$ cat config.mk
export PLATFORM = sky130hd
export DESIGN_NAME = sequence_ordered_holdback_queue
export DESIGN_NICKNAME = d
export VERILOG_FILES = /design/src/sv/sohq_pkg.sv /design/src/sv/sohq_cell.sv /design/src/sv/sequence_ordered_holdback_queue.sv
export SDC_FILE = /design/constraint.sdc
export NUM_CORES = 2
export LEC_CHECK = 0
export BUFFER_PORTS_ARGS = -buffer_cell sky130_fd_sc_hd__buf_2
export CAP_MARGIN = 20
export CORE_MARGIN = 5
export CORE_UTILIZATION = 65
export DETAILED_ROUTE_END_ITERATION = 6
export GPL_ROUTABILITY_DRIVEN = 0
export PLACE_DENSITY = 0.82
export SLEW_MARGIN = 20
export SYNTH_ARGS = -nofsm -noshare
export SYNTH_HDL_FRONTEND = slang
export SYNTH_SLANG_ARGS = --single-unit
$ cat constraint.sdc
create_clock -name i_clk -period 16.6 [get_ports i_clk]
set_input_delay 0.83 -clock i_clk [delete_from_list [all_inputs] [get_ports i_clk]]
set_output_delay 0.83 -clock i_clk [all_outputs]
set_load 0.02 [all_outputs]
$ cat src/sv/sohq_pkg.sv
// Shared types, codes and sizes for the sequence-ordered hold-back queue.
package sohq_pkg;

    localparam int DEPTH_DEFAULT = 16;

    // Request codes.
    localparam logic [1:0] REQ_INSERT = 2'd0;
    localparam logic [1:0] REQ_REMOVE = 2'd1;
    localparam logic [1:0] REQ_CLEAN  = 2'd2;
    localparam logic [1:0] REQ_TAKE   = 2'd3;

    // Status codes.
    localparam logic [1:0] ST_OK    = 2'd0;
    localparam logic [1:0] ST_DUP   = 2'd1;
    localparam logic [1:0] ST_FULL  = 2'd2;
    localparam logic [1:0] ST_EMPTY = 2'd3;

    // Commands broadcast to every cell of the chain.
    localparam logic [1:0] CELL_HOLD = 2'd0;
    localparam logic [1:0] CELL_CMP  = 2'd1;
    localparam logic [1:0] CELL_INS  = 2'd2;
    localparam logic [1:0] CELL_SHL  = 2'd3;

    typedef struct packed {
        logic [1:0]  req_type;
        logic [31:0] seq_key;
        logic [15:0] payload_handle;
    } t_req;

    typedef struct packed {
        logic [1:0]  status;
        logic [31:0] out_seq;
        logic [15:0] out_handle;
        logic [4:0]  removed_count;
        logic [4:0]  occupancy;
        logic        head_valid;
        logic [31:0] head_seq;
    } t_rsp;

    typedef struct packed {
        logic [1:0]  op;
        logic [31:0] key;
        logic [15:0] handle;
    } t_cell_cmd;

    typedef struct packed {
        logic [31:0] seq;
        logic [15:0] handle;
        logic        lt;
        logic        eq;
    } t_cell_out;

endpackage

$ cat src/sv/sohq_cell.sv
// One slot of the sorted chain: holds an entry and its compare flags.
module sohq_cell (
    input  logic                i_clk,
    input  sohq_pkg::t_cell_cmd i_cmd,
    input  logic                i_occ,
    input  sohq_pkg::t_cell_out i_left,
    input  sohq_pkg::t_cell_out i_right,
    output sohq_pkg::t_cell_out o_cell
);
    import sohq_pkg::*;

    logic [31:0] r_seq;
    logic [15:0] r_handle;
    logic        r_lt;
    logic        r_eq;

    always_ff @(posedge i_clk) begin
        case (i_cmd.op)
            CELL_CMP: begin
                r_lt <= i_occ && (r_seq < i_cmd.key);
                r_eq <= i_occ && (r_seq == i_cmd.key);
            end
            CELL_INS: begin
                // Entries below the key stay; the first slot not below it takes
                // the key, and every slot after that takes its left neighbor.
                if (!r_lt) begin
                    if (i_left.lt) begin
                        r_seq    <= i_cmd.key;
                        r_handle <= i_cmd.handle;
                    end else begin
                        r_seq    <= i_left.seq;
                        r_handle <= i_left.handle;
                    end
                end
            end
            CELL_SHL: begin
                r_seq    <= i_right.seq;
                r_handle <= i_right.handle;
            end
            default: begin
            end
        endcase
    end

    assign o_cell = '{seq: r_seq, handle: r_handle, lt: r_lt, eq: r_eq};

endmodule

$ cat src/sv/sequence_ordered_holdback_queue.sv
// Top level of the sequence-ordered hold-back queue: control and result register.
// Usage:
// Requests enter on the in channel (i_in_valid, o_in_stall, i_in_data) and one
// result per request leaves on the out channel (o_out_valid, i_out_stall,
// o_out_data). A transaction completes on a rising edge with valid high and
// stall low. Entries live in a chain of DEPTH cells kept in ascending order;
// slot 0 is the head.
// Insert, remove and take-sequence pass through the compare/accept step and
// then the update step. The result register loads on the update edge, and a
// new request is taken only after the previous one has left the update step.
// Clean pops one entry per cycle through the chain until the head exceeds
// its bound or the chain is empty; its result register loads after the last pop.
// The request port stalls while a request is being worked on. A finished
// result waits in the output register; while the receiver stalls, the next
// request is still taken and compared, but its final step waits until the
// output register is free.
// Reset (synchronous, active low) empties the queue and sets the sequence
// counter to 1; no clearing pass is needed.
module sequence_ordered_holdback_queue #(
    parameter int DEPTH = sohq_pkg::DEPTH_DEFAULT
) (
    input  logic           i_clk,
    input  logic           i_rst_n,
    input  logic           i_in_valid,
    output logic           o_in_stall,
    input  sohq_pkg::t_req i_in_data,
    output logic           o_out_valid,
    input  logic           i_out_stall,
    output sohq_pkg::t_rsp o_out_data
);
    import sohq_pkg::*;

    localparam int CW = $clog2(DEPTH + 1);

    localparam logic S_IDLE = 1'b0;
    localparam logic S_EXEC = 1'b1;

    logic          r_state, n_state;
    logic [CW-1:0] r_count, n_count;
    logic [CW-1:0] r_removed, n_removed;
    logic [31:0]   r_next_seq, n_next_seq;
    logic [1:0]    r_type, n_type;
    logic [31:0]   r_key, n_key;
    logic [15:0]   r_handle, n_handle;
    logic          r_out_valid, n_out_valid;
    t_rsp          r_out, n_out;

    t_cell_cmd     w_cmd;
    t_cell_out     w_cell [DEPTH];
    logic [DEPTH-1:0] w_eq;
    logic          w_out_free;
    logic          w_dup;
    logic          w_full;

    genvar gi;
    generate
        for (gi = 0; gi < DEPTH; gi++) begin : g_cell
            t_cell_out w_left;
            t_cell_out w_right;
            logic      w_occ;

            if (gi == 0) begin : g_first
                assign w_left = '{seq: '0, handle: '0, lt: 1'b1, eq: 1'b0};
            end else begin : g_inner
                assign w_left = w_cell[gi-1];
            end

            if (gi == DEPTH - 1) begin : g_last
                assign w_right = w_cell[gi];
            end else begin : g_mid
                assign w_right = w_cell[gi+1];
            end

            assign w_occ   = CW'(gi) < r_count;
            assign w_eq[gi] = w_cell[gi].eq;

            sohq_cell u_cell (
                .i_clk  (i_clk),
                .i_cmd  (w_cmd),
                .i_occ  (w_occ),
                .i_left (w_left),
                .i_right(w_right),
                .o_cell (w_cell[gi])
            );
        end
    endgenerate

    assign w_out_free = !r_out_valid || !i_out_stall;
    assign w_dup      = |w_eq;
    assign w_full     = r_count == CW'(DEPTH);

    always_comb begin
        n_state     = r_state;
        n_count     = r_count;
        n_removed   = r_removed;
        n_next_seq  = r_next_seq;
        n_type      = r_type;
        n_key       = r_key;
        n_handle    = r_handle;
        n_out_valid = r_out_valid && i_out_stall;
        n_out       = r_out;
        w_cmd       = '{op: CELL_HOLD, key: r_key, handle: r_handle};

        case (r_state)
            S_IDLE: begin
                // The chain compares against the incoming key on the accept edge.
                w_cmd.key = i_in_data.seq_key;
                if (i_in_valid) begin
                    w_cmd.op  = CELL_CMP;
                    n_type    = i_in_data.req_type;
                    n_key     = i_in_data.seq_key;
                    n_handle  = i_in_data.payload_handle;
                    n_removed = '0;
                    n_state   = S_EXEC;
                end
            end
            S_EXEC: begin
                // Default result: nothing changed, head taken from the chain as is.
                if (w_out_free) begin
                    n_out.status        = ST_OK;
                    n_out.out_seq       = '0;
                    n_out.out_handle    = '0;
                    n_out.removed_count = 5'(r_removed);
                    n_out.occupancy     = 5'(r_count);
                    n_out.head_valid    = r_count != '0;
                    n_out.head_seq      = (r_count != '0) ? w_cell[0].seq : '1;
                end
                case (r_type)
                    REQ_INSERT: begin
                        if (w_out_free) begin
                            if (w_dup) begin
                                n_out.status = ST_DUP;
                            end else if (w_full) begin
                                n_out.status = ST_FULL;
                            end else begin
                                w_cmd.op         = CELL_INS;
                                n_count          = r_count + CW'(1);
                                n_out.occupancy  = 5'(n_count);
                                n_out.head_valid = 1'b1;
                                n_out.head_seq   = w_cell[0].lt ? w_cell[0].seq : r_key;
                            end
                            n_out_valid = 1'b1;
                            n_state     = S_IDLE;
                        end
                    end
                    REQ_REMOVE: begin
                        if (w_out_free) begin
                            if (r_count == '0) begin
                                n_out.status = ST_EMPTY;
                            end else begin
                                w_cmd.op            = CELL_SHL;
                                n_count             = r_count - CW'(1);
                                n_out.out_seq       = w_cell[0].seq;
                                n_out.out_handle    = w_cell[0].handle;
                                n_out.removed_count = 5'd1;
                                n_out.occupancy     = 5'(n_count);
                                n_out.head_valid    = n_count != '0;
                                n_out.head_seq      = (n_count != '0) ? w_cell[1].seq : '1;
                            end
                            n_out_valid = 1'b1;
                            n_state     = S_IDLE;
                        end
                    end
                    REQ_CLEAN: begin
                        // Pop one head per cycle until the head exceeds the bound.
                        if (r_count != '0 && w_cell[0].seq <= r_key) begin
                            w_cmd.op  = CELL_SHL;
                            n_count   = r_count - CW'(1);
                            n_removed = r_removed + CW'(1);
                        end else if (w_out_free) begin
                            if (r_count == '0 && r_removed == '0) begin
                                n_out.status = ST_EMPTY;
                            end
                            n_out_valid = 1'b1;
                            n_state     = S_IDLE;
                        end
                    end
                    REQ_TAKE: begin
                        if (w_out_free) begin
                            n_out.out_seq = r_next_seq;
                            n_next_seq    = r_next_seq + 32'd1;
                            n_out_valid   = 1'b1;
                            n_state       = S_IDLE;
                        end
                    end
                    default: begin
                    end
                endcase
            end
            default: begin
                n_state = S_IDLE;
            end
        endcase
    end

    always_ff @(posedge i_clk) begin
        if (!i_rst_n) begin
            r_state     <= S_IDLE;
            r_count     <= '0;
            r_removed   <= '0;
            r_next_seq  <= 32'd1;
            r_out_valid <= 1'b0;
        end else begin
            r_state     <= n_state;
            r_count     <= n_count;
            r_removed   <= n_removed;
            r_next_seq  <= n_next_seq;
            r_out_valid <= n_out_valid;
        end
    end

    always_ff @(posedge i_clk) begin
        r_type   <= n_type;
        r_key    <= n_key;
        r_handle <= n_handle;
        r_out    <= n_out;
    end

    assign o_in_stall  = r_state != S_IDLE;
    assign o_out_valid = r_out_valid;
    assign o_out_data  = r_out;

`ifndef SYNTHESIS
    a_count_bound: assert property (@(posedge i_clk) disable iff (!i_rst_n)
        r_count <= CW'(DEPTH))
        else $error("entry count exceeds depth");

    a_head_sorted: assert property (@(posedge i_clk) disable iff (!i_rst_n)
        (r_count >= CW'(2)) |-> (w_cell[0].seq < w_cell[1].seq))
        else $error("first two entries out of order");

    a_accept_busy: assert property (@(posedge i_clk) disable iff (!i_rst_n)
        (i_in_valid && !o_in_stall) |=> o_in_stall)
        else $error("request port free right after a transaction");

    a_empty_none_popped: assert property (@(posedge i_clk) disable iff (!i_rst_n)
        (o_out_valid && o_out_data.status == ST_EMPTY) |->
        (o_out_data.removed_count == 5'd0 && !o_out_data.head_valid))
        else $error("empty status with popped entries or a head");
`endif

endmodule
-- Yosys cells after proc, flatten, opt, wreduce, memory -nomap -nowiden
Cells that the tools add are included.
- equality and inequality tests: 47
- mux-type cells: 141
- shift operators: 0
- bitwise logic cells: 2
- $lt $le $gt $ge: 33
- $mul: 0
- div/mod/pow operators: 0
- reductions and logical operators: 67
- $add $sub $neg: 4
- operators with widths (operator ; number):
    two-way mux 32 bit ; 35
    one-hot mux 32 bit (2 select lines) ; 16
    == test 32 bit ; 16
    less-than comparator 32 bit ; 16
    two-way mux 16 bit ; 30
    one-hot mux 16 bit (2 select lines) ; 15
    two-way mux 93 bit ; 2
    two-way mux 38 bit ; 3
    two-way mux 91 bit ; 1
    one-hot mux 38 bit (2 select lines) ; 1
    two-way mux 5 bit ; 9
    inequality test 2 bit, second input constant ; 22
    less-than comparator 4 x 5 -> 1 bit, first input constant ; 8
    logical AND 1 bit ; 35
    AND reduction 2 bit ; 17
    adder 32 x 1 -> 32 bit, second input constant ; 1
    less-or-equal comparator 32 bit ; 1
    two-way mux 2 bit ; 13
    two-way mux 21 bit ; 1
    less-than comparator 3 x 5 -> 1 bit, first input constant ; 4
    OR reduction 16 bit ; 1
    one-hot mux 5 bit (3 select lines) ; 1
    one-hot mux 2 bit (3 select lines) ; 2
    adder 5 x 1 -> 5 bit, second input constant ; 2
    22 further kinds ; 42
- bits in latches: 0
- register bits: 987
- RAM bits: 0
- memories: 0
- bits in read-only memories: 0
- word-level logic and storage cells: 373

-- Longest topological paths before layout
- depth in word-level cells: 9
- mapped depth: 15
- gate-level depth less buffers: 11

-- Modules after synthesis
A second synthesis with hierarchy kept.
- cell total of the unflattened synthesis: 6283
- area, all modules: 64659.5 µm²
- modules (own cells, without submodules) (module ; area each (µm²) ; seq. area each (µm²) ; instances ; cells an instance):
    sohq_cell at g_cell[0].u_cell ... ; 3398.3 ; 1501.4 ; 14 ; 330
    sequence_ordered_holdback_queue ; 10430.0 ; 5175.0 ; 1 ; 997
    sohq_cell at g_cell[8].u_cell ... ; 3326.9 ; 1501.4 ; 2 ; 333

-- Least setup slack after synthesis
OpenSTA, ideal clock, no wires.
- kind: flip-flop to flip-flop
- start point: reg r_state, in the netlist o_in_stall
- end point: reg g_cell[15].u_cell.r_handle[0], enable pin
- data arrival time: 7641 ps
- cell stages (with the launch flop): 5
- setup slack: 8369 ps
- library setup time: 590 ps
- path buffers: 2
- path through: dfxtp_1 -> clkbuf_1 -> nand2b_1 -> clkbuf_1 -> nor4b_1
- word-level cells in the longest chain between the ends: 4
- ends and longest elaborated chain (element ; line ; source):
    from (decl) ; sequence_ordered_holdback_queue.sv:38 ; logic r_state, n_state;
    from (signal assigned) ; sequence_ordered_holdback_queue.sv:204 ; r_state <= n_state;
    NOT 1 bit (no source line) ; - ;
    one-hot mux 2 bit (2 select lines) (*) ; sequence_ordered_holdback_queue.sv:104 ; case (r_state)
    == test 2 bit (*) ; sohq_cell.sv:18 ; case (i_cmd.op)
    AND reduction 2 bit (no source line) (*) ; - ;
    to (signal assigned) ; sohq_cell.sv:29 ; r_handle <= i_cmd.handle;
    to (signal assigned) ; sohq_cell.sv:32 ; r_handle <= i_left.handle;
    to (signal assigned) ; sohq_cell.sv:38 ; r_handle <= i_right.handle;
    to (decl) ; sohq_cell.sv:13 ; logic [15:0] r_handle;
Mark *: on every way between the ends. The rest lies on a longest branch, timed or not.
A chain may end at the register's enable or synchronous reset.

-- Worst setup path after layout
- start point: reg g_cell[0].u_cell.r_seq[31]
- end point: reg g_cell[13].u_cell.r_seq[29] (data pin)
- word-level cells in the longest chain between the ends: 7
- elaborated cells between the ends (all ways): 8
- those cells by class: order compare: 1; eq/ne: 2; mux: 4; reduce/logical: 1
- ends and longest elaborated chain (element ; line ; source):
    from (decl) ; sohq_cell.sv:12 ; logic [31:0] r_seq;
    from (signal assigned) ; sohq_cell.sv:28 ; r_seq <= i_cmd.key;
    from (signal assigned) ; sohq_cell.sv:31 ; r_seq <= i_left.seq;
    from (signal assigned) ; sohq_cell.sv:37 ; r_seq <= i_right.seq;
    less-or-equal comparator 32 bit (*) ; sequence_ordered_holdback_queue.sv:166 ; if (r_count != '0 && w_cell[0].seq <= r_key) begin
    logical AND 1 bit (*) ; sequence_ordered_holdback_queue.sv:166 ;
    two-way mux 2 bit (*) ; sequence_ordered_holdback_queue.sv:166 ;
    one-hot mux 2 bit (3 select lines) (*) ; sequence_ordered_holdback_queue.sv:128 ; case (r_type)
    one-hot mux 2 bit (2 select lines) (*) ; sequence_ordered_holdback_queue.sv:104 ;
    == test 2 bit (on tied branches) ; - ;
    one-hot mux 32 bit (2 select lines) (*) ; sohq_cell.sv:18 ;
    to (signal assigned) ; sohq_cell.sv:28 ;
    to (signal assigned) ; sohq_cell.sv:31 ;
    to (signal assigned) ; sohq_cell.sv:37 ;
    to (decl) ; sohq_cell.sv:12 ;
Marked as above.

==> summary.txt <==
Placement
  • Detail Placement HPWL: 112,000 um
  • Port Buffers: 148
  • Dpl ws: 10.32 ns

Floorplan
  • Initial core utilization: 65.3%
  • Rows: 111
  • DIE AREA: 0.0979 mm2
  • Core area: 0.0914 mm2
  • I/O pin total: 149
  • Chip width: 313 um
  • Die height: 313 um

Clock tree
  • CTS resizes: 0
  • Latest clock arrival within the worst-skew pair: 0.72 ns
  • Hold Buf Count CTS: 0
  • Setup bufs post-CTS: 0
  • # H-tree levels: 3
  • Reg clk slew, reported paths: 0.06 ns
  • Clk buf depth: 3
  • Root Driver: clkbuf_16
  • CTS tree: yes
  • CTS sink count: 987
  • CTS buffer count: 102

Synth
  • Post-synthesis xor/xnor area fraction: 0.484%
  • Post-synthesis mux area share: 5.20%
  • Seq/Total Area, Yosys: 48.9%
  • Register bit total from synthesis: 987
  • Main synth FF type: edfxtp_1
  • Post-Syn Area: 0.0597 mm2
  • Synth Area in Compound Gates: 17.3%
  • Mapped Nets: 6,690
  • Post-synth EDFFs: 943
  • Post-Syn Area per Cell: 9.81 um2
  • Asr flop ratio synth: 0%
  • Yosys warns: 0
  • Synth cell types: 63
  • Synth Area in Simple Gates: 13.1%
  • Cell count after synthesis: 6,081
  • Largest family of logic cells by synthesized area: compound AO/OA/AOI/OAI gates
  • Synth Area in Adders: 11.6%

Detailed routing
  • DRT Pass-1 Iters: 6
  • Vias after detailed routing: 48,700
  • Routed Antenna Nets: 0
  • Initial DRC Count: 6,810
  • DRC viols: 0
  • Final wirelength: 165,000 um
  • Drt wl/cell: 22.6 um
  • Vias per inst: 6.69

STA
  • Unrepaired setup endpoints after global routing: no
  • Setup tns final: 0 ns
  • Final hold viol count: 0
  • Final setup viols: 0
  • Relative slew margins: 20.6%
  • Final min period: 6.62 ns
  • Final period utilization: 39.9%
  • Max-slew violations: 0
  • Final worst slack: 9.98 ns
  • Skew final: 0.0354 ns
  • Fmax: 0.151 GHz
  • Worst-Margin Slew: 1.19 ns

Critical path
  • Cell count along the critical path: 12
  • Crit Path Max Fanout: 113
  • R2R depth: 12
  • Most used cell, CP: buf_4
  • CP cell instances: ha_1 > nand4_1 > nor4_1 > nand2_1 > o31ai_1 > nand3_2 > o22ai_4 > buf_4 > buf_4 > buf_4 > buf_4 > o21ai_0
  • Critical Path Source Type: register
  • RR Endpoint: g_cell[13].u_cell.r_seq[29]
  • R2R Path Start: g_cell[0].u_cell.r_seq[31]
  • CP Capture Type: register
  • CP Buf/Inv Count: 4
  • Largest delay share family, worst path: buffers and inverters
  • Worst R2R Setup Slack: 9.98 ns
  • CP arrival: 7.02 ns
  • Worst EP required: 17.00 ns
  • Slowest stage delay, CP: 0.88 ns
  • Crit path kind: register to register
  • Slowest stage cell, crit path: buf_4

Power
  • Switch share: 28.2%
  • Peak VDD IR: 0.115 mV
  • Pwr per Cell Area: 94.8 mW/mm2
  • Clock Power Share: 37.0%
  • Switch Pwr: 1.73 mW
  • Leak Pwr: 23.2 nW
  • Combinational share of power: 15.6%
  • Internal power: 4.41 mW
  • Final Power: 6.15 mW
  • Flop pwr share: 47.4%

Final layout
  • Antenna cells: 0
  • Multi-input logic area: 0.0291 mm2
  • Final Util: 70.9%
  • Area grow syn2layout: 8.65%
  • Fillers: 6,428
  • Register Area: 0.0292 mm2
  • Final #Nets: 6,625
  • Layout cells sized above 1: 8.05%

Global routing
  • Most crowded layer after global routing: met2
  • Tot GR Track Use: 32.7%
  • Congestion Overflow GR: 0
  • Initial antenna violation count: 2
  • Vias in the first global route: 48,000
  • Met1 Use GR: 43.8%
  • Global-route wire length before repair: 261,000 um
  • Met2 Usage GRT: 54.0%
  • Largest net degree at the start of global routing: 275
  • Met3 Use GR: 5.13%

Hold path
  • Hold Crit Endpoint: r_handle[6]
  • Hold path depth: 1
  • Hold crit path type: input port to register
  • HP Start: i_in_data[6]

Status
  • Status: complete, no violations

Job
  • Max-cap violations: 0
## flip-flops by register name, indices dropped and copies added (netlist names), named ones only
signal,flops
g_cell.u_cell.r_lt,16
g_cell.u_cell.r_handle,256
r_type,2
r_next_seq,32
o_out_data,77
o_in_stall,1
r_removed,5
g_cell.u_cell.r_seq,512
r_handle,16
r_key,32
g_cell.u_cell.r_eq,16
o_out_valid,1
r_count,5
## metal layers
layer,wire (um),part of all wire [%]
met5,21,0.013
met4,6990,4.2
met2,78800,48
met1,64000,39
met3,14900,9.0
## Yosys cell counts (all sizes together), types with 4 or more instances
library cell  number  area share (%)
nand2           1239             7.8
nor2b             43            0.45
edfxtp           943              47
a21o             106             1.3
a22o              17            0.25
o2bb2ai           11            0.16
nand3             55            0.47
o22ai              4           0.052
mux2i            273             4.6
a221o             32            0.54
a221oi            27            0.40
and2               4           0.042
nand2b            16            0.17
o21a              30            0.38
or2               16            0.17
nor4              44            0.46
a21oi            276             2.3
nand4            125             1.3
ha               555              12
nor2             206             1.3
a211oi            18            0.23
xor2              18            0.26
and3              44            0.46
o21ai           1302              11
o31a               5           0.073
mux2              33            0.62
inv               75            0.47
o211ai            11            0.14
clkbuf           292             1.8
nor3              26            0.23
or3               12            0.13
xnor2             15            0.22
a2111oi           10            0.15
dfxtp             44             1.5
a31oi              6           0.063
buf              119             1.0
a21boi             8            0.10
## cell usage in the layout (no fill, tap or decap), types with 62 or more instances in the layout
| master | count |
|---|---|
| a21o_1 | 106 |
| a21oi_1 | 260 |
| buf_2 | 148 |
| buf_4 | 91 |
| clkbuf_16 | 103 |
| edfxtp_1 | 943 |
| ha_1 | 555 |
| inv_1 | 74 |
| mux2i_1 | 242 |
| nand2_1 | 1238 |
| nand4_1 | 125 |
| nor2_1 | 204 |
| o21ai_0 | 1239 |
| o21ai_1 | 62 |
## cell type report
cell class | count | area share [%]
Clock buffer | 143 | 4.30
Tap cell | 1186 | 2.29
Timing Repair Buffer | 242 | 2.31
Multi-Input combinational cell | 4607 | 44.9
Sequential cell | 987 | 45.0
Clock inverter | 46 | 0.718
Inverter | 76 | 0.440
## cell families (layout without fill, tap and decap cells)
kind of cell               Yosys count  after routing
AOI/OAI and AO/OA                 1874           1874
xor gates and xnor gates            33             33
adders and majority gates          555            555
buffers and inverters              487            507
DFF                                987            987
muxes                              306            306
and+or+nand+nor                   1839           1839
## how the worst max path moves through the flow
stage                                     startpoint                       endpoint
after floorplan                           o_in_stall  g_cell[15].u_cell.r_handle[0]
after global placement                   i_out_stall    g_cell[13].u_cell.r_seq[29]
after detailed placement                 i_out_stall    g_cell[12].u_cell.r_seq[15]
after CTS                 g_cell[0].u_cell.r_seq[31]    g_cell[12].u_cell.r_seq[15]
after global routing                       r_key[30]    g_cell[12].u_cell.r_seq[14]
final                     g_cell[0].u_cell.r_seq[31]    g_cell[13].u_cell.r_seq[29]
## through the flow
step	instances	hold WS, ns	area [um2]
final	7287	0.283	64800
after global routing	7287	0.261	64800
after CTS	7286	0.251	64800
after detailed placement	7097	0.494	61500
after global placement	7096	0.485	61500
after floorplan	6081	0.462	59700
## power groups by stage
stage / logic [mW] / clock network (mW) / registers, mW
after floorplan: 0.636 / 0 / 2.95
after global placement: 0.876 / 0 / 2.96
after detailed placement: 0.927 / 0 / 2.96
after CTS: 0.939 / 2.28 / 2.91
after global routing: 1.06 / 2.39 / 2.92
final: 0.960 / 2.27 / 2.91
Power figures use the tool's default switching activity.
